===== config.mk =====
export PLATFORM = sky130hd
export DESIGN_NAME = stx_etx_frame_receiver_core
export DESIGN_NICKNAME = d
export VERILOG_FILES = /design/src/sv/stxrx_pkg.sv /design/src/sv/stxrx_cfg.sv /design/src/sv/stxrx_step.sv /design/src/sv/stx_etx_frame_receiver_core.sv
export SDC_FILE = /design/constraint.sdc
export NUM_CORES = 1
export LEC_CHECK = 0
export ABC_AREA = 1
export BUFFER_PORTS_ARGS = -buffer_cell sky130_fd_sc_hd__buf_2
export CORE_MARGIN = 2
export CORE_UTILIZATION = 40
export CTS_CLUSTER_SIZE = 28
export DETAILED_ROUTE_END_ITERATION = 12
export PLACE_DENSITY = 0.69
export RECOVER_POWER = 50
export SYNTH_ARGS = -nofsm -noshare
export SYNTH_HDL_FRONTEND = slang
export SYNTH_SLANG_ARGS = --single-unit

===== constraint.sdc =====
create_clock -name aclk -period 1.5 [get_ports aclk]
set_input_delay 0.15 -clock aclk [delete_from_list [all_inputs] [get_ports aclk]]
set_output_delay 0.15 -clock aclk [all_outputs]
set_load 0.01 [all_outputs]

===== src/sv/stxrx_pkg.sv =====
// Shared types, codes and constants for the start/end code frame receiver.
package stxrx_pkg;

    localparam int ByteW  = 8;
    localparam int MaskW  = 10;
    localparam int StateW = 2;
    localparam int MatchW = 2;
    localparam int IndexW = 4;
    localparam int DataW  = 32;
    localparam int AddrW  = 4;

    // Receive state codes.
    localparam logic [StateW-1:0] ST_IDLE    = 2'd0;
    localparam logic [StateW-1:0] ST_BUSY    = 2'd1;
    localparam logic [StateW-1:0] ST_PENDING = 2'd2;

    // Progress through the "Dbg" prefix.
    localparam logic [MatchW-1:0] MATCH_NONE = 2'd0;
    localparam logic [MatchW-1:0] MATCH_D    = 2'd1;
    localparam logic [MatchW-1:0] MATCH_DB   = 2'd2;
    localparam logic [MatchW-1:0] MATCH_DBG  = 2'd3;

    // Register indexes (byte address is 4 times the index).
    localparam logic [1:0] REG_START_CODE = 2'd0;
    localparam logic [1:0] REG_END_CODE   = 2'd1;
    localparam logic [1:0] REG_DEBUG_MASK = 2'd2;

    localparam logic [ByteW-1:0] START_CODE_RESET = 8'h02;
    localparam logic [ByteW-1:0] END_CODE_RESET   = 8'h03;
    localparam logic [MaskW-1:0] DEBUG_MASK_RESET = '0;

    localparam logic [ByteW-1:0] CHAR_D    = 8'h44;
    localparam logic [ByteW-1:0] CHAR_B    = 8'h62;
    localparam logic [ByteW-1:0] CHAR_G    = 8'h67;
    localparam logic [ByteW-1:0] CHAR_ZERO = 8'h30;
    localparam logic [ByteW-1:0] CHAR_NINE = 8'h39;

    typedef struct packed {
        logic [ByteW-1:0] start_code;
        logic [ByteW-1:0] end_code;
        logic [MaskW-1:0] debug_mask;
    } cfg_t;

    typedef struct packed {
        logic              payload_valid;
        logic [ByteW-1:0]  payload_byte;
        logic              frame_begin;
        logic              frame_done;
        logic              framing_error;
        logic [StateW-1:0] receive_state;
        logic              debug_fire;
        logic [IndexW-1:0] debug_index;
    } result_t;

endpackage


===== src/sv/stxrx_cfg.sv =====
// APB register file holding the start code, end code and debug enable mask.
module stxrx_cfg (
    input  logic                          aclk,
    input  logic                          aresetn,
    input  logic                          psel,
    input  logic                          penable,
    input  logic                          pwrite,
    input  logic [stxrx_pkg::AddrW-1:0]   paddr,
    input  logic [stxrx_pkg::DataW-1:0]   pwdata,
    output logic [stxrx_pkg::DataW-1:0]   prdata,
    output logic                          pready,
    output stxrx_pkg::cfg_t               cfg
);

    stxrx_pkg::cfg_t cfg_reg;
    stxrx_pkg::cfg_t cfg_next;
    logic            wr_en;
    logic [1:0]      reg_index;

    assign pready    = 1'b1;
    assign wr_en     = psel && penable && pwrite;
    assign reg_index = paddr[3:2];
    assign cfg       = cfg_reg;

    always_comb begin
        cfg_next = cfg_reg;
        if (wr_en) begin
            unique case (reg_index)
                stxrx_pkg::REG_START_CODE:
                    cfg_next.start_code = pwdata[stxrx_pkg::ByteW-1:0];
                stxrx_pkg::REG_END_CODE:
                    cfg_next.end_code = pwdata[stxrx_pkg::ByteW-1:0];
                stxrx_pkg::REG_DEBUG_MASK:
                    cfg_next.debug_mask = pwdata[stxrx_pkg::MaskW-1:0];
                default: ;
            endcase
        end
    end

    always_ff @(posedge aclk) begin
        if (!aresetn) begin
            cfg_reg.start_code <= stxrx_pkg::START_CODE_RESET;
            cfg_reg.end_code   <= stxrx_pkg::END_CODE_RESET;
            cfg_reg.debug_mask <= stxrx_pkg::DEBUG_MASK_RESET;
        end else begin
            cfg_reg <= cfg_next;
        end
    end

    always_comb begin
        prdata = '0;
        unique case (reg_index)
            stxrx_pkg::REG_START_CODE:
                prdata[stxrx_pkg::ByteW-1:0] = cfg_reg.start_code;
            stxrx_pkg::REG_END_CODE:
                prdata[stxrx_pkg::ByteW-1:0] = cfg_reg.end_code;
            stxrx_pkg::REG_DEBUG_MASK:
                prdata[stxrx_pkg::MaskW-1:0] = cfg_reg.debug_mask;
            default: prdata = '0;
        endcase
    end

endmodule


===== src/sv/stxrx_step.sv =====
// Per-byte next-state and result logic of the deframer and debug trigger matcher.
module stxrx_step (
    input  logic [stxrx_pkg::ByteW-1:0]  rx_byte,
    input  stxrx_pkg::cfg_t              cfg,
    input  logic [stxrx_pkg::StateW-1:0] frame_state,
    input  logic [stxrx_pkg::MatchW-1:0] match_state,
    output logic [stxrx_pkg::StateW-1:0] frame_state_next,
    output logic [stxrx_pkg::MatchW-1:0] match_state_next,
    output stxrx_pkg::result_t           result
);

    logic                         is_digit;
    logic [stxrx_pkg::IndexW-1:0] digit;

    // '0'..'9' occupy 0x30..0x39, so the low nibble is the digit value.
    assign is_digit = (rx_byte >= stxrx_pkg::CHAR_ZERO) && (rx_byte <= stxrx_pkg::CHAR_NINE);
    assign digit    = rx_byte[stxrx_pkg::IndexW-1:0];

    always_comb begin
        result           = '0;
        frame_state_next = frame_state;
        match_state_next = stxrx_pkg::MATCH_NONE;

        // A start code wins over an end code when both are the same value.
        priority if (rx_byte == cfg.start_code) begin
            if (frame_state == stxrx_pkg::ST_IDLE) begin
                result.frame_begin = 1'b1;
                frame_state_next   = stxrx_pkg::ST_BUSY;
            end else begin
                result.framing_error = 1'b1;
                frame_state_next     = stxrx_pkg::ST_IDLE;
            end
        end else if (rx_byte == cfg.end_code) begin
            if (frame_state == stxrx_pkg::ST_BUSY) begin
                result.frame_done = 1'b1;
                frame_state_next  = stxrx_pkg::ST_PENDING;
            end else begin
                result.framing_error = 1'b1;
                frame_state_next     = stxrx_pkg::ST_IDLE;
            end
        end else if (frame_state == stxrx_pkg::ST_BUSY) begin
            result.payload_valid = 1'b1;
            result.payload_byte  = rx_byte;
        end else begin
            // An ordinary byte while idle or pending leaves the frame state alone.
        end

        // Trigger matching only runs while the line is idle after the update.
        if (frame_state_next == stxrx_pkg::ST_IDLE) begin
            unique case (match_state)
                stxrx_pkg::MATCH_NONE:
                    match_state_next = (rx_byte == stxrx_pkg::CHAR_D) ?
                                       stxrx_pkg::MATCH_D : stxrx_pkg::MATCH_NONE;
                stxrx_pkg::MATCH_D:
                    match_state_next = (rx_byte == stxrx_pkg::CHAR_B) ?
                                       stxrx_pkg::MATCH_DB : stxrx_pkg::MATCH_NONE;
                stxrx_pkg::MATCH_DB:
                    match_state_next = (rx_byte == stxrx_pkg::CHAR_G) ?
                                       stxrx_pkg::MATCH_DBG : stxrx_pkg::MATCH_NONE;
                stxrx_pkg::MATCH_DBG: begin
                    if (is_digit && cfg.debug_mask[digit]) begin
                        result.debug_fire  = 1'b1;
                        result.debug_index = digit;
                    end
                    match_state_next = stxrx_pkg::MATCH_NONE;
                end
            endcase
        end

        result.receive_state = frame_state_next;
    end

endmodule


===== src/sv/stx_etx_frame_receiver_core.sv =====
// Top level of the start/end code frame receiver with debug trigger detection.
//
// The block takes one received serial byte per transfer on the s_ channel
// (s_valid, s_ready, s_rx_byte) and returns exactly one result per byte on
// the m_ channel: payload flag and byte, frame begin, frame done, framing
// error, the receive state after the byte, and a debug trigger fire with
// its index.
// A byte is captured in an input register, decoded by a short block of
// logic against the frame and trigger state, and lands in an output
// register, from which the result is offered. Throughput is one byte per
// cycle while m_ready stays high, since the state update between the two
// registers is combinational.
// When the consumer holds m_ready low the result stays in the output
// register and one more byte can still be taken into the input register;
// after that s_ready drops until the output drains.
// Reset clears both pipeline valid flags, returns the frame state to idle
// and the trigger matcher to its start, and loads the register defaults:
// start code 0x02, end code 0x03, all debug triggers disabled.
// The APB port (byte addresses 0x0, 0x4, 0x8) must only be written while
// no byte is in flight.
module stx_etx_frame_receiver_core (
    input  logic                          aclk,
    input  logic                          aresetn,
    input  logic                          s_valid,
    output logic                          s_ready,
    input  logic [stxrx_pkg::ByteW-1:0]   s_rx_byte,
    output logic                          m_valid,
    input  logic                          m_ready,
    output logic                          m_payload_valid,
    output logic [stxrx_pkg::ByteW-1:0]   m_payload_byte,
    output logic                          m_frame_begin,
    output logic                          m_frame_done,
    output logic                          m_framing_error,
    output logic [stxrx_pkg::StateW-1:0]  m_receive_state,
    output logic                          m_debug_fire,
    output logic [stxrx_pkg::IndexW-1:0]  m_debug_index,
    input  logic                          psel,
    input  logic                          penable,
    input  logic                          pwrite,
    input  logic [stxrx_pkg::AddrW-1:0]   paddr,
    input  logic [stxrx_pkg::DataW-1:0]   pwdata,
    output logic [stxrx_pkg::DataW-1:0]   prdata,
    output logic                          pready
);

    stxrx_pkg::cfg_t              cfg;
    stxrx_pkg::result_t           step_result;
    stxrx_pkg::result_t           result_reg;
    logic                         in_valid_reg;
    logic                         in_valid_next;
    logic [stxrx_pkg::ByteW-1:0]  in_byte_reg;
    logic                         out_valid_reg;
    logic                         out_valid_next;
    logic [stxrx_pkg::StateW-1:0] frame_state_reg;
    logic [stxrx_pkg::StateW-1:0] frame_state_next;
    logic [stxrx_pkg::MatchW-1:0] match_state_reg;
    logic [stxrx_pkg::MatchW-1:0] match_state_next;
    logic                         advance;
    logic                         in_take;
    logic                         step_fire;

    stxrx_cfg u_cfg (
        .aclk    (aclk),
        .aresetn (aresetn),
        .psel    (psel),
        .penable (penable),
        .pwrite  (pwrite),
        .paddr   (paddr),
        .pwdata  (pwdata),
        .prdata  (prdata),
        .pready  (pready),
        .cfg     (cfg)
    );

    stxrx_step u_step (
        .rx_byte          (in_byte_reg),
        .cfg              (cfg),
        .frame_state      (frame_state_reg),
        .match_state      (match_state_reg),
        .frame_state_next (frame_state_next),
        .match_state_next (match_state_next),
        .result           (step_result)
    );

    // The output register can take a new result when it is empty or being drained.
    assign advance   = !out_valid_reg || m_ready;
    assign s_ready   = !in_valid_reg || advance;
    assign in_take   = s_valid && s_ready;
    // A byte leaves the input register and commits its state update.
    assign step_fire = in_valid_reg && advance;

    always_comb begin
        in_valid_next = in_valid_reg;
        if (in_take) begin
            in_valid_next = 1'b1;
        end else if (advance) begin
            in_valid_next = 1'b0;
        end
        out_valid_next = advance ? in_valid_reg : out_valid_reg;
    end

    always_ff @(posedge aclk) begin
        if (!aresetn) begin
            in_valid_reg    <= 1'b0;
            out_valid_reg   <= 1'b0;
            frame_state_reg <= stxrx_pkg::ST_IDLE;
            match_state_reg <= stxrx_pkg::MATCH_NONE;
        end else begin
            in_valid_reg  <= in_valid_next;
            out_valid_reg <= out_valid_next;
            if (step_fire) begin
                frame_state_reg <= frame_state_next;
                match_state_reg <= match_state_next;
            end
        end
    end

    // Payload registers carry no reset.
    always_ff @(posedge aclk) begin
        if (in_take) begin
            in_byte_reg <= s_rx_byte;
        end
        if (step_fire) begin
            result_reg <= step_result;
        end
    end

    assign m_valid         = out_valid_reg;
    assign m_payload_valid = result_reg.payload_valid;
    assign m_payload_byte  = result_reg.payload_byte;
    assign m_frame_begin   = result_reg.frame_begin;
    assign m_frame_done    = result_reg.frame_done;
    assign m_framing_error = result_reg.framing_error;
    assign m_receive_state = result_reg.receive_state;
    assign m_debug_fire    = result_reg.debug_fire;
    assign m_debug_index   = result_reg.debug_index;

endmodule


---- Yosys cells after proc, flatten, opt, wreduce, memory -nomap -nowiden ----
Index checks and enable logic that the tools add are counted.
word-level totals
  register bits after elaboration ......... 59
  logic and storage cells ................. 78
operators by class
  $lt $le $gt $ge ......................... 3
  equality and inequality tests ........... 11
  muxes and demuxes ....................... 23
  bitwise gates (word level) .............. 2
  reduce and logical (&&, ||, !) cells .... 23
operator list
  kind                  number
  $eq A8 B7 Y1 const B  3
  $pmux W8 S3           1
  $eq A8 B8 Y1          2
  $mux W2               7
  $mux W1               11
  $mux W9               1
  $ge A8 B6 Y1 const B  1
  $le A8 B6 Y1 const B  1
  $logic_not A2 Y1      4
  $pmux W2 S4           1
  $reduce_and A2 Y1     4
  $eq A2 B1 Y1 const B  3
  $eq A2 B2 Y1 const B  3
  $logic_and A1 B1 Y1   6
  $lt A4 B5 Y1 const B  1
  $mux W5               1
  $bmux W1 S4           1
  $reduce_or A2 Y1      2
  $reduce_and A3 Y1     1
  $reduce_or A3 Y1      1
  $logic_not A1 Y1      2
  $logic_or A1 B1 Y1    2
  $not A1 Y1            2
  $reduce_bool A2 Y1    1

---- Depth between registers and ports, before layout ----
  word-level depth ........................ 6
  gate-level depth with buffers ........... 13

---- Cells and area by module ----
From an unflattened synthesis, not the netlist that was laid out.
unflattened totals
  cell total of the unflattened synthesis .. 432
  area total of the unflattened synthesis .. 3385.7 um^2
by module, submodules not included
  module                       times used  cells an instance  area each (um^2)
  stxrx_cfg                    1           222                1463.9
  stx_etx_frame_receiver_core  1           65                 1082.3
  stxrx_step                   1           145                839.6

---- Worst setup path after synthesis ----
Ideal clock, no wire load.
  path type ............................... flip-flop to flip-flop
  from .................................... register out_valid_reg (netlist: m_valid)
  to ...................................... register frame_state_reg[0] (netlist name)
  setup time .............................. 120 ps
  arrival ................................. 1419 ps
  required time ........................... 1380 ps
  setup slack ............................. -40 ps
  cell stages (with the launch flop) ...... 6
  path buffers ............................ 0
  period minus slack after synthesis ...... 1540 ps
  cell sequence ........................... dfxtp_1 -> nand2_1 -> nand2_1 -> clkinv_1 -> o211ai_1 -> inv_1
on the way
  cells in the longest elaborated chain, start to end .. 3
ends and longest elaborated chain
  item                    line                                source
  from (decl)             stx_etx_frame_receiver_core.sv:52   logic out_valid_reg;
  from (signal assigned)  stx_etx_frame_receiver_core.sv:110  out_valid_reg <= out_valid_next;
  $logic_not A1 Y1        stx_etx_frame_receiver_core.sv:86   assign advance = !out_valid_reg || m_ready;
  $logic_or A1 B1 Y1      stx_etx_frame_receiver_core.sv:86
  $logic_and A1 B1 Y1     stx_etx_frame_receiver_core.sv:90   assign step_fire = in_valid_reg && advance;
  net step_fire           stx_etx_frame_receiver_core.sv:60   logic step_fire;
  to (signal assigned)    stx_etx_frame_receiver_core.sv:106  frame_state_reg <= stxrx_pkg::ST_IDLE;
  to (signal assigned)    stx_etx_frame_receiver_core.sv:112  frame_state_reg <= frame_state_next;
  to (decl)               stx_etx_frame_receiver_core.sv:54   logic [stxrx_pkg::StateW-1:0] frame_state_reg;
The timed path passes the listed nets, and every way through them passes these cells.
A chain may end at the register's enable or synchronous reset.

---- Worst setup path after layout ----
  from .................................... register in_byte_reg[0] (netlist name)
  to ...................................... register result_reg, in the netlist m_debug_index[3], data pin
on the way
  cells in the longest elaborated chain, start to end .. 5
  elaborated cells on any way between the ends .. 12
  those cells by class .................... 2 x order compare; 2 x eq/ne; 4 x mux; 4 x reduce/logical
ends and longest elaborated chain
  item                                                  line                                source
  from (decl)                                           stx_etx_frame_receiver_core.sv:51   logic [stxrx_pkg::ByteW-1:0] in_byte_reg;
  from (signal assigned)                                stx_etx_frame_receiver_core.sv:121  in_byte_reg <= s_rx_byte;
  branches (longest 4 deep; another with $ge A8 B6 Y1)  -
  $reduce_and A3 Y1 (no source line) (*)                -
  to (signal assigned)                                  stx_etx_frame_receiver_core.sv:124  result_reg <= step_result;
  to (decl)                                             stx_etx_frame_receiver_core.sv:48   stxrx_pkg::result_t result_reg;
Mark *: on every way between the ends. The select of a mux whose other input is x is not followed.

==> results.json <==
{
  "path_common_cell": "nand2_1",
  "detailedPlace.worstSlack_ps": -197,
  "synth_top_cell_area_share": 0.282,
  "layout.nets": 510,
  "core_area_um2": 6870,
  "status": "finished, violations left",
  "cts.sink_count": 59,
  "io_buffer_count": 57,
  "critPathSlowestCell": "edfxtp_1",
  "starting_density_of_the_core": 0.418,
  "buffers_inverters_on_critical_path": 1,
  "clock-root-buffer": "clkbuf_8",
  "period_needed_ps": 1650,
  "clk_latency_ps": 340,
  "syn-cell-area_um2": 2870,
  "power.total_uw": 3610,
  "synth-seq-cells": 59,
  "antenna_cells_inserted": 0,
  "drive_above_1_share": 0.302,
  "timing.critical_path.to_type": "register",
  "multiInputGateArea_um2": 1290,
  "violations": "setup timing",
  "grtUsageTotal": 0.190,
  "synth_top_area_cell": "edfxtp_1",
  "finalWorstSetupSlack_ps": -149,
  "achievable-frequency_ghz": 0.606,
  "worst_hold_path_type": "primary input to register",
  "rows": 30,
  "cts-buffers-inserted": 9,
  "cts_tree": "built",
  "die_w_um": 88.7,
  "drt-total-wl_um": 6980,
  "cp_top_family": "simple AND/OR/NAND/NOR gates",
  "viasPerCell": 4.64,
  "hpwlAfterDp_um": 5120,
  "crit_fanout": 6,
  "avgRoutedWirePerCell_um": 12.5,
  "die_y_um": 88.7,
  "vdd.ir_drop.worst_v": 0.000604,
  "slowest_delay_ps": 530,
  "leading_cell_type_in_the_layout_fill_and_taps_excluded": "nor2_1",
  "ys_top_cells_by_area": "edfxtp_1 28%, dfxtp_1 22%, nor2_1 7.7%",
  "cp.required_ps": 1580,
  "syn_avg_cell_area_um2": 8.28,
  "finalCritPeriodShare": 1.10,
  "detailroute.via_count": 2596,
  "hold_viol_final": 0,
  "grt_start_max_net_pins": 30,
  "setup.worst_path.class": "register to register",
  "cts.htree.levels": 3,
  "post_synth_inst_count": 347,
  "detail_route.drc_violations": 0,
  "die_area_um2": 7880,
  "largest_register_ff_count": 26,
  "cp.arrival_ps": 1730,
  "skew_ps": 9.56,
  "detailedRoute.firstIterationViolations": 164,
  "ios": 105,
  "slack_of_the_worst_reg_to_reg_path_ps": -150,
  "grt_first_pass_wirelength_um": 11300,
  "static-leakage-power_uw": 0.00170,
  "ys_warn_count": 0,
  "register_area_um2": 1450,
  "grt_pass1_vias": 2444,
  "most-common-layout-cells": "54 x nor2_1, 49 x nand2_1, 42 x buf_2",
  "hold_slack_ps": 61.6,
  "flow.area_growth_from_synthesis_pct": 35.7,
  "start_kind": "register",
  "drt.antenna.violating_nets": 0,
  "critical_path.cell_chain": "buf_4 > nor2_2 > nand2_1 > nand4_1 > nand2_1 > nand3_1 > a21oi_2 > nand2_4 > nor3_2",
  "filler_cell_count": 634,
  "gpl.final_weighted_congestion": 0.911,
  "clock_path_buffers": 2,
  "synth-seq-area-share": 0.505,
  "gr-total-overflow": 0,
  "total_power_divided_by_cell_area_nw_per_um2": 927,
  "final_count_of_pins_violating_max_slew": 0,
  "path_clk_slew_ps": 70,
  "setup_violations": 23,
  "number_of_optimization_iterations_in_the_first_detailed_route_pass": 4,
  "unrepaired_setup_endpoints_after_global_routing": "yes",
  "antenna_violations_before_repair": 0,
  "drv.max_cap_violation_count": 0,
  "netlist-cell-type-count": 29
}
==> power breakdown <==
part           leakage (µW)  internal (µW)  switching (µW)
clock             0.0000997            779             585
combinational       0.00108            195             269
sequential         0.000519           1740            40.6
total               0.00170           2720             895
==> through the flow <==
stage          std cells  cell area, µm²  setup TNS [ps]  utilization
3_3_place_gp         527            3430           -2380        0.500
2_1_floorplan        368            2960               0            -
4_1_cts              557            3830           -1950        0.557
3_5_place_dp         527            3430           -3040        0.500
5_1_grt              560            3900           -5130        0.567
6_report             560            3900           -2560        0.567
==> Yosys cell counts <==
library cell and count:
nor2_1 59, nand2_1 58, inv_1 34, dfxtp_1 32, edfxtp_1 27, o21ai_0 26
buf_4 23, a21oi_1 15, nand3_1 12, xnor2_1 11, o211ai_1 10, nor2_2 7
nor3_1 5, clkbuf_1 4, inv_2 4, nand2_2 3, conb_1 2, nand3_2 2
nand4_1 2, o221ai_1 2, a211oi_1 1, buf_2 1, buf_6 1, clkinv_1 1
clkinv_2 1, nand3_4 1, nand3b_1 1, nor4_1 1, o22ai_1 1
==> logic make-up after synthesis <==
family                    share of synthesized area
xor gates and xnor gates                     0.0335
buffers and inverters                         0.124
DFF                                           0.505
and+or+nand+nor                               0.226
other                                       0.00261
AOI/OAI and AO/OA                             0.108
==> tightest hold or removal path, stage by stage <==
cell,delay [ps]
buf_2,100
nand2_1,50
o211ai_1,60
==> worst paths after layout <==
kind | startpoint | endpoint | cells past startpoint
hold / removal | pwdata[1] | u_cfg.cfg[11] | 3
setup reg to reg | in_byte_reg[0] | m_debug_index[3] | 9
hold reg to reg | u_cfg.cfg[0] | u_cfg.cfg[0] | 2
setup / recovery | in_byte_reg[0] | m_debug_index[3] | 9
==> timing repair <==
item	CTS	global route
pin swaps	7	5
resized for setup	20	24
setup buffers	6	3
hold endpoints to repair	8	0
endpoints found under the setup margin	23	23
hold buffers	8	0
==> final cells by class <==
cell class                      count  area share
Clock buffer                       15      0.0478
Clock inverter                      1     0.00128
Inverter                           40      0.0398
Multi-Input combinational cell    240       0.330
Sequential cell                    59       0.372
Tap cell                           96      0.0308
Timing Repair Buffer              109       0.178
==> routing by layer <==
layer | track usage | up-vias | share of wire
met1 | 0.236 | 1186 | 0.43
met4 | 0.0895 | 0 | 0.017
met3 | 0.0401 | 13 | 0.061
li1 | - | 1313 | -
met5 | 0 | - | 0
met2 | 0.316 | 84 | 0.49
(Power assumes the default switching activity.)
